### config.mk
export PLATFORM = sky130hd
export DESIGN_NAME = script_byte_lexer_flat
export DESIGN_NICKNAME = d
export VERILOG_FILES = /design/src/hdl/sbl_pkg.sv /design/src/hdl/sbl_if.sv /design/src/hdl/script_byte_lexer.sv /design/src/hdl/sbl_core.sv /design/src/hdl/sbl_queue.sv /design/src/flat_wrapper.sv
export SDC_FILE = /design/constraint.sdc
export NUM_CORES = 1
export LEC_CHECK = 0
export ABC_AREA = 1
export BUFFER_PORTS_ARGS = -buffer_cell sky130_fd_sc_hd__buf_4
export CAP_MARGIN = 20
export CORE_ASPECT_RATIO = 1.5
export CORE_MARGIN = 3
export CORE_UTILIZATION = 40
export DETAILED_ROUTE_END_ITERATION = 12
export GPL_TIMING_DRIVEN = 0
export HOLD_SLACK_MARGIN = 0.06
export SYNTH_ARGS = -nofsm -noshare
export SYNTH_HDL_FRONTEND = slang
export SYNTH_SLANG_ARGS = --single-unit
### constraint.sdc
create_clock -name clk -period 27.7 [get_ports clk]
set_input_delay 5.54 -clock clk [delete_from_list [all_inputs] [get_ports clk]]
set_output_delay 5.54 -clock clk [all_outputs]
set_load 0.01 [all_outputs]
### src/hdl/sbl_pkg.sv
// Shared types, byte codes and helpers of the script byte lexer.
package sbl_pkg;

	// Default width of the position and line counters
	localparam int COUNT_WIDTH_DEFAULT = 32;

	// Byte codes with a meaning of their own
	localparam logic [7:0] CH_NUL       = 8'h00;
	localparam logic [7:0] CH_TAB       = 8'h09;
	localparam logic [7:0] CH_LF        = 8'h0A;
	localparam logic [7:0] CH_VT        = 8'h0B;
	localparam logic [7:0] CH_FF        = 8'h0C;
	localparam logic [7:0] CH_CR        = 8'h0D;
	localparam logic [7:0] CH_SPACE     = 8'h20;
	localparam logic [7:0] CH_QUOTE     = 8'h22;
	localparam logic [7:0] CH_HASH      = 8'h23;
	localparam logic [7:0] CH_AMP       = 8'h26;
	localparam logic [7:0] CH_LPAREN    = 8'h28;
	localparam logic [7:0] CH_RPAREN    = 8'h29;
	localparam logic [7:0] CH_STAR      = 8'h2A;
	localparam logic [7:0] CH_PLUS      = 8'h2B;
	localparam logic [7:0] CH_COMMA     = 8'h2C;
	localparam logic [7:0] CH_MINUS     = 8'h2D;
	localparam logic [7:0] CH_SLASH     = 8'h2F;
	localparam logic [7:0] CH_COLON     = 8'h3A;
	localparam logic [7:0] CH_EQUALS    = 8'h3D;
	localparam logic [7:0] CH_LBRACKET  = 8'h5B;
	localparam logic [7:0] CH_BACKSLASH = 8'h5C;
	localparam logic [7:0] CH_RBRACKET  = 8'h5D;
	localparam logic [7:0] CH_LBRACE    = 8'h7B;
	localparam logic [7:0] CH_PIPE      = 8'h7C;
	localparam logic [7:0] CH_RBRACE    = 8'h7D;

	// Lexer mode
	typedef enum logic [2:0] {
		LEX_IDLE    = 3'd0,
		LEX_TOKEN   = 3'd1,
		LEX_STRING  = 3'd2,
		LEX_ESCAPE  = 3'd3,
		LEX_COMMENT = 3'd4
	} lex_mode_t;

	// Byte class
	typedef enum logic [1:0] {
		CLS_ORDINARY = 2'd0,
		CLS_SPACE    = 2'd1,
		CLS_DELIM    = 2'd2
	} byte_class_t;

	// One token result
	typedef struct packed {
		logic [31:0] token_offset;
		logic [31:0] token_size;
		logic [31:0] token_line_no;
		logic        end_marker;
		logic        open_string;
	} result_t;

	// Results of one byte, handed from the lexer core to the result queue
	typedef struct packed {
		logic [1:0] count;
		result_t    first;
		result_t    second;
	} lex_out_t;

	// Classify a byte as ordinary, white space or delimiter
	function automatic byte_class_t byte_class(input logic [7:0] c);
		byte_class_t cls;
		unique case (c)
			CH_SPACE, CH_TAB, CH_LF, CH_CR, CH_FF, CH_VT, CH_NUL:
				cls = CLS_SPACE;
			CH_LPAREN, CH_RPAREN, CH_LBRACE, CH_RBRACE, CH_LBRACKET, CH_RBRACKET,
			CH_COLON, CH_COMMA, CH_EQUALS, CH_PLUS, CH_MINUS, CH_STAR,
			CH_SLASH, CH_AMP, CH_PIPE:
				cls = CLS_DELIM;
			default:
				cls = CLS_ORDINARY;
		endcase
		return cls;
	endfunction

endpackage

### src/hdl/sbl_if.sv
// Valid/ready channels of the script byte lexer: raw bytes in, token results out.
interface sbl_byte_if;
	logic       valid;
	logic       ready;
	logic [7:0] data_byte;
	logic       final_byte;

	modport source (output valid, output data_byte, output final_byte, input ready);
	modport sink (input valid, input data_byte, input final_byte, output ready);
endinterface

interface sbl_token_if;
	logic        valid;
	logic        ready;
	logic [31:0] token_offset;
	logic [31:0] token_size;
	logic [31:0] token_line_no;
	logic        end_marker;
	logic        open_string;

	modport source (output valid, output token_offset, output token_size,
		output token_line_no, output end_marker, output open_string, input ready);
	modport sink (input valid, input token_offset, input token_size,
		input token_line_no, input end_marker, input open_string, output ready);
endinterface

### src/hdl/script_byte_lexer.sv
// Script byte lexer top level: input register, lexer core and result queue.
//
// chars:  one script byte per request (data_byte, final_byte), valid/ready.
// tokens: one token boundary per request (token_offset, token_size,
//         token_line_no, end_marker, open_string), valid/ready.
// A byte is taken into the input register and processed once the result
// queue has room for two results; its results are then written into the
// queue, which shows them on tokens in order.
// One byte enters every cycle while the queue has room; a byte gives zero,
// one or two results, and the queue sends one result per cycle, so the input
// rate is one byte per cycle while the output keeps up and falls to the output
// rate when delimiters that end a token produce result pairs back to back.
// The final byte always yields a result marked end_marker, and the counters
// then start again from offset 0 and line 1.
// Reset clears the lexer to idle, position 0, line 1, and empties the queue.
// When tokens stalls, the queue fills; once fewer than two slots remain the
// held byte waits and chars drops ready. No request is dropped.
module script_byte_lexer #(
	parameter int COUNT_WIDTH = sbl_pkg::COUNT_WIDTH_DEFAULT
) (
	input  logic        clk,
	input  logic        arst_n,
	sbl_byte_if.sink    chars,
	sbl_token_if.source tokens
);
	import sbl_pkg::*;

	logic       valid_s1;
	logic [7:0] byte_s1;
	logic       final_s1;
	logic       room;
	logic       step;
	lex_out_t   lex_res;

	// Process the held byte once the queue can take its results
	assign step        = valid_s1 && room;
	assign chars.ready = !valid_s1 || room;

	// Hold the input request
	always_ff @(posedge clk or negedge arst_n) begin
		if (!arst_n) begin
			valid_s1 <= 1'b0;
		end else if (chars.ready) begin
			valid_s1 <= chars.valid;
		end
	end

	always_ff @(posedge clk) begin
		if (chars.valid && chars.ready) begin
			byte_s1  <= chars.data_byte;
			final_s1 <= chars.final_byte;
		end
	end

	sbl_core #(
		.COUNT_WIDTH(COUNT_WIDTH)
	) u_core (
		.clk        (clk),
		.arst_n     (arst_n),
		.step       (step),
		.data_byte  (byte_s1),
		.final_byte (final_s1),
		.res        (lex_res)
	);

	sbl_queue u_queue (
		.clk    (clk),
		.arst_n (arst_n),
		.push   (step),
		.din    (lex_res),
		.room   (room),
		.tokens (tokens)
	);

endmodule

### src/hdl/sbl_core.sv
// Lexer state and the per-byte mode update that yields up to two results.
module sbl_core #(
	parameter int COUNT_WIDTH = sbl_pkg::COUNT_WIDTH_DEFAULT
) (
	input  logic             clk,
	input  logic             arst_n,
	input  logic             step,
	input  logic [7:0]       data_byte,
	input  logic             final_byte,
	output sbl_pkg::lex_out_t res
);
	import sbl_pkg::*;

	localparam logic [COUNT_WIDTH-1:0] CNT_MAX  = {COUNT_WIDTH{1'b1}};
	localparam logic [COUNT_WIDTH-1:0] CNT_ZERO = '0;
	localparam logic [COUNT_WIDTH-1:0] CNT_ONE  = COUNT_WIDTH'(1);

	lex_mode_t              mode_q, mode_n;
	logic [COUNT_WIDTH-1:0] pos_q, np;
	logic [COUNT_WIDTH-1:0] beg_q, beg_n;
	logic [COUNT_WIDTH-1:0] line_q, line_n;
	byte_class_t            cls;
	logic                   pending;
	result_t                r0, r1;
	logic [1:0]             n;

	function automatic logic [COUNT_WIDTH-1:0] sat_inc(input logic [COUNT_WIDTH-1:0] v);
		return (v == CNT_MAX) ? v : v + CNT_ONE;
	endfunction

	function automatic result_t make_result(input logic [COUNT_WIDTH-1:0] off,
			input logic [COUNT_WIDTH-1:0] size, input logic [COUNT_WIDTH-1:0] line,
			input logic endm, input logic open);
		result_t r;
		r.token_offset  = 32'(off);
		r.token_size    = 32'(size);
		r.token_line_no = 32'(line);
		r.end_marker    = endm;
		r.open_string   = open;
		return r;
	endfunction

	// Work out the next mode and the results of this byte
	always_comb begin
		cls    = byte_class(data_byte);
		np     = sat_inc(pos_q);
		line_n = (data_byte == CH_LF) ? sat_inc(line_q) : line_q;
		mode_n = mode_q;
		beg_n  = beg_q;
		r0     = '0;
		r1     = '0;
		n      = 2'd0;

		unique case (mode_q)
			LEX_STRING: begin
				if (data_byte == CH_BACKSLASH) begin
					mode_n = LEX_ESCAPE;
				end else if (data_byte == CH_QUOTE) begin
					mode_n = LEX_TOKEN;
				end
			end
			LEX_ESCAPE: begin
				mode_n = LEX_STRING;
			end
			LEX_COMMENT: begin
				if (data_byte == CH_LF) begin
					mode_n = LEX_IDLE;
				end
			end
			LEX_TOKEN: begin
				if (data_byte == CH_HASH) begin
					r0     = make_result(beg_q, pos_q - beg_q, line_n, 1'b0, 1'b0);
					n      = 2'd1;
					mode_n = LEX_COMMENT;
				end else if (data_byte == CH_QUOTE) begin
					mode_n = LEX_STRING;
				end else if (cls == CLS_SPACE) begin
					r0     = make_result(beg_q, pos_q - beg_q, line_n, 1'b0, 1'b0);
					n      = 2'd1;
					mode_n = LEX_IDLE;
				end else if (cls == CLS_DELIM) begin
					r0     = make_result(beg_q, pos_q - beg_q, line_n, 1'b0, 1'b0);
					r1     = make_result(pos_q, CNT_ONE, line_n, 1'b0, 1'b0);
					n      = 2'd2;
					mode_n = LEX_IDLE;
				end
			end
			default: begin
				// idle, and any code that cannot arise
				if (data_byte == CH_HASH) begin
					mode_n = LEX_COMMENT;
				end else if (data_byte == CH_QUOTE) begin
					beg_n  = pos_q;
					mode_n = LEX_STRING;
				end else if (cls == CLS_DELIM) begin
					r0     = make_result(pos_q, CNT_ONE, line_n, 1'b0, 1'b0);
					n      = 2'd1;
					mode_n = LEX_IDLE;
				end else if (cls == CLS_ORDINARY) begin
					beg_n  = pos_q;
					mode_n = LEX_TOKEN;
				end else begin
					mode_n = LEX_IDLE;
				end
			end
		endcase

		// Close the input on the final byte
		pending = (mode_n == LEX_TOKEN) || (mode_n == LEX_STRING) || (mode_n == LEX_ESCAPE);
		if (final_byte) begin
			if (pending) begin
				if (n == 2'd0) begin
					r0 = make_result(beg_n, np - beg_n, line_n, 1'b1, mode_n != LEX_TOKEN);
				end else begin
					r1 = make_result(beg_n, np - beg_n, line_n, 1'b1, mode_n != LEX_TOKEN);
				end
				n = n + 2'd1;
			end else if (n == 2'd1) begin
				r0.end_marker = 1'b1;
			end else if (n == 2'd2) begin
				r1.end_marker = 1'b1;
			end else begin
				r0 = make_result(np, CNT_ZERO, line_n, 1'b1, 1'b0);
				n  = 2'd1;
			end
		end

		res.count  = n;
		res.first  = r0;
		res.second = r1;
	end

	// Advance the state on each processed byte; drop back to reset after the final one
	always_ff @(posedge clk or negedge arst_n) begin
		if (!arst_n) begin
			mode_q <= LEX_IDLE;
			pos_q  <= CNT_ZERO;
			beg_q  <= CNT_ZERO;
			line_q <= CNT_ONE;
		end else if (step) begin
			if (final_byte) begin
				mode_q <= LEX_IDLE;
				pos_q  <= CNT_ZERO;
				beg_q  <= CNT_ZERO;
				line_q <= CNT_ONE;
			end else begin
				mode_q <= mode_n;
				pos_q  <= np;
				beg_q  <= beg_n;
				line_q <= line_n;
			end
		end
	end

	a_final_restarts: assert property (@(posedge clk) disable iff (!arst_n)
		step && final_byte |=> mode_q == LEX_IDLE && pos_q == CNT_ZERO && line_q == CNT_ONE)
		else $error("lexer state not restored after final byte");

	a_final_gives_result: assert property (@(posedge clk) disable iff (!arst_n)
		step && final_byte |-> res.count != 2'd0)
		else $error("final byte produced no result");

	a_marker_only_at_end: assert property (@(posedge clk) disable iff (!arst_n)
		step && !final_byte |-> !res.first.end_marker && !res.second.end_marker)
		else $error("end marker on a byte that is not final");

	a_begin_not_ahead: assert property (@(posedge clk) disable iff (!arst_n)
		beg_q <= pos_q)
		else $error("token start beyond byte position");

endmodule

### src/hdl/sbl_queue.sv
// Four-entry result queue: takes up to two results a cycle, hands out one.
module sbl_queue (
	input  logic              clk,
	input  logic              arst_n,
	input  logic              push,
	input  sbl_pkg::lex_out_t din,
	output logic              room,
	sbl_token_if.source       tokens
);
	import sbl_pkg::*;

	localparam int DEPTH = 4;
	localparam int AW    = $clog2(DEPTH);
	localparam int CW    = $clog2(DEPTH + 1);

	result_t         entry_q [DEPTH];
	logic [AW-1:0]   wr_q, rd_q;
	logic [CW-1:0]   cnt_q;
	logic [1:0]      push_n;
	logic            pop;
	result_t         head;

	// Room for a whole byte's worth of results
	assign room   = cnt_q <= CW'(DEPTH - 2);
	assign push_n = push ? din.count : 2'd0;
	assign pop    = tokens.valid && tokens.ready;
	assign head   = entry_q[rd_q];

	assign tokens.valid         = cnt_q != '0;
	assign tokens.token_offset  = head.token_offset;
	assign tokens.token_size    = head.token_size;
	assign tokens.token_line_no = head.token_line_no;
	assign tokens.end_marker    = head.end_marker;
	assign tokens.open_string   = head.open_string;

	// Store incoming results
	always_ff @(posedge clk) begin
		if (push_n != 2'd0) begin
			entry_q[wr_q] <= din.first;
		end
		if (push_n == 2'd2) begin
			entry_q[wr_q + AW'(1)] <= din.second;
		end
	end

	// Advance pointers and fill count
	always_ff @(posedge clk or negedge arst_n) begin
		if (!arst_n) begin
			wr_q  <= '0;
			rd_q  <= '0;
			cnt_q <= '0;
		end else begin
			wr_q  <= wr_q + AW'(push_n);
			rd_q  <= rd_q + AW'(pop);
			cnt_q <= cnt_q + CW'(push_n) - CW'(pop);
		end
	end

	a_count_bounded: assert property (@(posedge clk) disable iff (!arst_n)
		cnt_q <= CW'(DEPTH))
		else $error("result queue overfilled");

	a_pair_counted: assert property (@(posedge clk) disable iff (!arst_n)
		push_n == 2'd2 && !pop |=> cnt_q == $past(cnt_q) + CW'(2))
		else $error("pair of results not counted");

	a_no_push_when_full: assert property (@(posedge clk) disable iff (!arst_n)
		push_n != 2'd0 |-> CW'(push_n) + cnt_q <= CW'(DEPTH))
		else $error("push beyond queue depth");

endmodule

### src/flat_wrapper.sv
// flat-port wrapper written by rule: the top's interface ports become plain ports
module script_byte_lexer_flat import sbl_pkg::*;
#(
	parameter int COUNT_WIDTH = sbl_pkg::COUNT_WIDTH_DEFAULT
)
  (clk, arst_n, chars_valid, chars_data_byte, chars_final_byte, chars_ready, tokens_valid, tokens_token_offset, tokens_token_size, tokens_token_line_no, tokens_end_marker, tokens_open_string, tokens_ready);
  sbl_byte_if chars_i ();
  sbl_token_if tokens_i ();
  input  logic clk;
  input  logic arst_n;
  input wire logic [$bits(chars_i.valid)-1:0] chars_valid;
  input wire logic [$bits(chars_i.data_byte)-1:0] chars_data_byte;
  input wire logic [$bits(chars_i.final_byte)-1:0] chars_final_byte;
  output wire logic [$bits(chars_i.ready)-1:0] chars_ready;
  output wire logic [$bits(tokens_i.valid)-1:0] tokens_valid;
  output wire logic [$bits(tokens_i.token_offset)-1:0] tokens_token_offset;
  output wire logic [$bits(tokens_i.token_size)-1:0] tokens_token_size;
  output wire logic [$bits(tokens_i.token_line_no)-1:0] tokens_token_line_no;
  output wire logic [$bits(tokens_i.end_marker)-1:0] tokens_end_marker;
  output wire logic [$bits(tokens_i.open_string)-1:0] tokens_open_string;
  input wire logic [$bits(tokens_i.ready)-1:0] tokens_ready;
  assign chars_i.valid = chars_valid;
  assign chars_i.data_byte = chars_data_byte;
  assign chars_i.final_byte = chars_final_byte;
  assign chars_ready = chars_i.ready;
  assign tokens_valid = tokens_i.valid;
  assign tokens_token_offset = tokens_i.token_offset;
  assign tokens_token_size = tokens_i.token_size;
  assign tokens_token_line_no = tokens_i.token_line_no;
  assign tokens_end_marker = tokens_i.end_marker;
  assign tokens_open_string = tokens_i.open_string;
  assign tokens_i.ready = tokens_ready;
  script_byte_lexer #(.COUNT_WIDTH(COUNT_WIDTH)) u_core (.clk(clk), .arst_n(arst_n), .chars(chars_i), .tokens(tokens_i));
endmodule
# Word-level counts from Yosys, hierarchy flattened
# Memories as Yosys holds them, arrays and structs flattened.
# Cells that the tools add are included.
[classes] n_addsub=10 multipliers=0 div_mod_pow=0 n_lt_le_gt_ge=1 n_eq_ne=39 shift=0 muxes=68 bitwise=0 reduce_logical=16
[op_table] cell="$mux W98" n=17
[op_table] cell="$mux W32" n=11
[op_table] cell="$pmux W98 S2" n=1
[op_table] cell="$mux W96" n=2
[op_table] cell="$eq A8 B6 Y1 const B" n=13
[op_table] cell="$add A32 B1 Y32 const B" n=2
[op_table] cell="$eq A32 B32 Y1 const B" n=2
[op_table] cell="$sub A32 B32 Y32" n=2
[op_table] cell="$eq A8 B7 Y1 const B" n=6
[op_table] cell="$eq A8 B4 Y1 const B" n=5
[op_table] cell="$mux W3" n=9
[op_table] cell="$mux W2" n=10
[op_table] cell="$mux W1" n=15
[op_table] cell="$reduce_or A15 Y1" n=1
[op_table] cell="$eq A3 B2 Y1 const B" n=4
[op_table] cell="$pmux W3 S4" n=1
[op_table] cell="$logic_not A8 Y1" n=1
[op_table] cell="$pmux W2 S2" n=2
[op_table] cell="$reduce_or A7 Y1" n=1
[op_table] cell="$eq A2 B2 Y1 const B" n=3
[op_table] cell="$eq A3 B1 Y1 const B" n=2
[op_table] cell="$add A2 B1 Y2 const B" n=2
[op_table] cell="$eq A2 B1 Y1 const B" n=2
[op_table] cell="$logic_not A2 Y1" n=2
[op_table] cell="other kinds (14)" n=18
[word_totals] ff_bits=116 latch_bits=0 mem_bits_rw=392 mem_bits_ro=0 memories=1
[mem_list] memory="u_core.u_queue.entry_q" words=4 width=98 rd=1 rd_ports_with_merged_regs=0 wr=2 line="sbl_queue.sv:16" rtl="result_t entry_q [DEPTH];"

# Depth between registers and ports, before layout
[logic_depth] word_depth=18 ltp_mapped=29 depth_no_buf=29

# Modules after synthesis
# A second synthesis with hierarchy kept.
[hier_totals] hier_cells=4238 hier_area_um2=33410.8
[by_module_without_submodules] module="sbl_queue" n_inst=1 cells_per_inst=2076 area_each_um2=20123.0
[by_module_without_submodules] module="sbl_core" n_inst=1 cells_per_inst=2145 area_each_um2=12964.9
[by_module_without_submodules] module="script_byte_lexer" n_inst=1 cells_per_inst=17 area_each_um2=322.8

# Least setup slack after synthesis
# No wires, ideal clock.
[synth_path] kind="reg2reg" startpoint="register u_core.byte_s1[0]" endpoint="memory u_core.u_queue.entry_q[3][0] (netlist bit), enable pin" setup_time_ns=0.690 arrival_time_ns=9.019 setup_slack_ns=17.991 stages_incl_launch_ff=16 synth_period_minus_slack_ns=9.709 cell_sequence="edfxtp_1 > inv_1 > nand2_1 > nor2_1 > nand3_1 > nand2_1 > nand2_1 > nand2_2 > nand2_1 > inv_1 > ha_1 > a21oi_1 > o21ai_1 > a21oi_4 > nor2_1 > o21ai_0"
[synth_rtl] element="start: declaration" line="script_byte_lexer.sv:29" rtl="logic [7:0] byte_s1;"
[synth_rtl] element="start signal: assignment" line="script_byte_lexer.sv:50" rtl="byte_s1 <= chars.data_byte;"
[synth_rtl] element="end: declaration" line="sbl_queue.sv:16"

# Worst setup path in the final report
[layout_path] startpoint="register u_core.u_queue.rd_q[0]" endpoint="output port tokens_token_offset[20]"
[layout_between] elab_chain_cells=1
[layout_lines] element="start: declaration" line="sbl_queue.sv:17" rtl="logic [AW-1:0] wr_q, rd_q;"
[layout_lines] element="start signal: assignment" line="sbl_queue.sv:54" rtl="rd_q <= rd_q + AW'(pop);"
[layout_lines] element="$mem_v2 Z4 W98"
[layout_lines] element="end: declaration" line="flat_wrapper.sv:16" rtl="output wire logic [$bits(tokens_i.token_offset)-1:0] tokens_token_offset;"
# No other way between the ends.

==> impl_results.md <==
* Die Area at about 81,000 sq um
* LEAKAGE at approximately 14 nW
* Grt met2 use at between 50% and 60%
* Core Region at between 70,000 and 80,000 sq um
* # DRC at 0
* Post-synthesis sequential area ratio at 47.33%
* First-iteration detailed-routing DRC count at between 2,000 and 3,000
* RR Endpoint: u_core.u_queue.entry_q[0][60]$_DFFE_PP_
* Clock-pin slew on the worst setup and hold paths at 70 ps
* Setup Crit Path Kind: flop to output pin
* Hold buffers post-CTS at 0
* RePlAce Congestion at 1.002
* Hold Startpoint: u_core.u_queue.cnt_q[2]$_DFF_PN0_
* Met3 Resource Use GR at 4.633%
* Htree depth at 2
* Max-cap violations at 0
* Final Max Tran Viols at 0
* Hold EP: u_core.u_queue.cnt_q[2]$_DFF_PN0_
* IO buf count at between 100 and 150
* Yosys warning count at 0
* Ys async rst share at 21.06%
* Hold Path Class: flop to flop
* Die height at around 350 um
* GRT Util Overall at between 30% and 40%
* Slew @ Worst Pin at 1192 ps
* Post-synth top area cell: edfxtp_1
* Mapped Area at 31,100 sq um
* Crit path launch type: flop
* Vias in the first global route at 29,130
* Post-synthesis cell count at 3,800
* IO Pins at about 110
* Num Clock Sinks at between 500 and 600
* Cell Pwr Density at between 100 and 150 nW/um^2
* Commonest non-fill, non-tap cells in the layout: nand2_1, nor2_1, edfxtp_1
* Status: completed
* Final Cycle Share at approximately 37%
* P&R area growth vs syn at 13.29%
* DRT Wirelength at roughly 130,000 um
* Post-synth EDFFs at ~400
* Syn Nets at about 3,900
* Rows at between 100 and 150
* DP Area at 33,460 sq um
* Grt met1 use at roughly a third
* Final setup fails at 0
* Drt first pass iters at 8
* Post-CTS Resized at 0
* R2R Path Start: u_core.u_core.mode_q[0]$_DFFE_PN0P_
* Crit path DAT at ~4800 ps
* Worst EP required at 22,160 ps
* Total CTS buffers at 53
* CTS Buffer Depth at 3
* Number of synthesized register bits at 508
* Reg2Reg Setup Slack at 22,530 ps
* Clock Tree Root: clkbuf_16
* Clock skew at 22.24 ps
* Post-DP HPWL at just under 100,000 um
* Final ANT Viol Nets at 0
* Gr ovfl total at 0
* Vias per cell at roughly 6
* Relative slew slack at about 20%
* Post-CTS Setup Bufs at 0
* Crit path time final at just over 10,000 ps
* Final Instance Area at 35,240 sq um
* CTS tree: yes
* Max VDD drop at slightly below 80 uV
* Setup TNS Final at 0 ps
* Fmax at between 0.09 and 0.1 GHz
* Vias at 29,560
* R2R cell count at 18
* Leading cell type in the layout, fill and taps excluded: nand2_1
* RSZ-0062 raised after global routing: no
* Hold Vio Cnt, Final at 0
* Worst hold path depth at 1
* Largest net degree at the start of global routing at 57
* Share of layout cells above drive strength 1 at between 10% and 20%
* Main synth FF type: edfxtp_1
* Area contributors post-synth: edfxtp_1, nand2_1, dfrtp_1, o21ai_0, nor2_1
* First-pass GRT wire length at ~190,000 um
* Synthesized area per cell at approximately 8.2 sq um
* Cell variety after synth at 60
* Clock Latency Late Sink at between 600 and 700 ps
* GRT busiest layer: met2
* Routed length per instance at roughly 25 um
* Yosys top cell area share at a little under 40%
* Initial Util at around 40%
* Initial antenna violation count at 1
* Fin nets at slightly above 4,000
* Die X at 233.7 um
* CP endpoint kind: output pin
* Critical path fanouts, max at 10
* Final Util at 45.98%
-- layout make-up --
class,count,area (sq um)
fill,7767,41410
sequential,508,14720
multi-input combinational,2716,13930
clock buffer,65,1413
inverter,373,1400
tap,1008,1261
buffer,203,1087
timing repair buffer,123,1062
clock inverter,31,357.8
antenna,2,5.005
-- critical path, stage by stage, from the launching register on --
cell and delay (ps):
dfrtp_1 380, clkbuf_1 370, clkbuf_1 560, inv_1 540, clkbuf_1 810, clkbuf_1 520
o21ai_0 180, o22ai_1 550, buf_4 240
-- registers in the layout, summed over array words and instances, names as in the netlist --
name,count
u_core.u_queue.entry_q,392
u_core.u_core.beg_q,32
u_core.u_core.line_q,32
u_core.u_core.pos_q,32
u_core.byte_s1,8
u_core.u_core.mode_q,3
u_core.u_queue.cnt_q,3
u_core.u_queue.rd_q,2
u_core.u_queue.wr_q,2
u_core.final_s1,1
u_core.valid_s1,1
-- power breakdown --
part / switching [W] / internal (W) / leakage (nW) / total [W]
clock network: 0.000333 / 0.000421 / 0.865 / 0.000754
logic: 0.00182 / 0.000743 / 8.07 / 0.00257
registers: 0.0000451 / 0.00112 / 5.16 / 0.00117
-- stage by stage --
stage          setup WS, ps  instances  power [W]  hold WS, ps
3_3_place_gp          10820       4920   0.003696        479.5
4_1_cts               17470       5026   0.004451        492.6
6_report              17320       5029   0.004489        490.1
5_1_grt               17330       5027   0.004742        514.1
2_1_floorplan         17990       3800   0.002690        464.5
3_5_place_dp          18160       4930   0.003701        481.8
-- per-layer routing --
metal | vias to the layer above | routed length [um]
met5 | - | 17
met4 | 2 | 12670
met3 | 439 | 7711
met2 | 1321 | 62830
met1 | 14260 | 44500
li1 | 13540 | -
-- worst max-delay path by stage --
stage,startpoint,to,slack [ps],cells after the start
global route,u_core.u_queue.rd_q[0]$_DFF_PN0_,tokens_token_offset[8],17330,8
global placement,u_core.byte_s1[1]$_DFFE_PP_,u_core.u_queue.entry_q[3][48]$_DFFE_PP_,10820,15
floorplan,u_core.byte_s1[0]$_DFFE_PP_,u_core.u_queue.entry_q[3][0]$_DFFE_PP_,17990,15
finish,u_core.u_queue.rd_q[0]$_DFF_PN0_,tokens_token_offset[20],17320,8
detailed placement,u_core.u_queue.rd_q[0]$_DFF_PN0_,tokens_token_offset[8],18160,8
CTS,u_core.u_queue.rd_q[0]$_DFF_PN0_,tokens_token_offset[8],17470,8
-- cells in the mapped netlist (all sizes together), types with 4 or more instances --
cell type / number
nand2: 813
o21ai: 568
nor2: 449
edfxtp: 401
inv: 371
o22ai: 222
a21oi: 190
nand3: 124
dfrtp: 106
clkbuf: 102
buf: 101
xor2: 69
ha: 61
nand4: 41
nor3: 40
a221oi: 27
nor4: 18
xnor2: 11
o32a: 10
a32oi: 9
a31oi: 8
o221ai: 8
a21boi: 7
or2: 6
a21o: 5
o211ai: 5
nand3b: 4
o32ai: 4
-- logic make-up after synthesis --
| family | share of synthesized area [%] |
|---|---|
| simple gates | 19.96 |
| compound gates | 19.88 |
| buf+inv | 7.997 |
| flops | 47.33 |
| xor+xnor | 2.253 |
| fa+ha+maj | 2.582 |
Note: power is estimated with default switching activity, not from simulation.
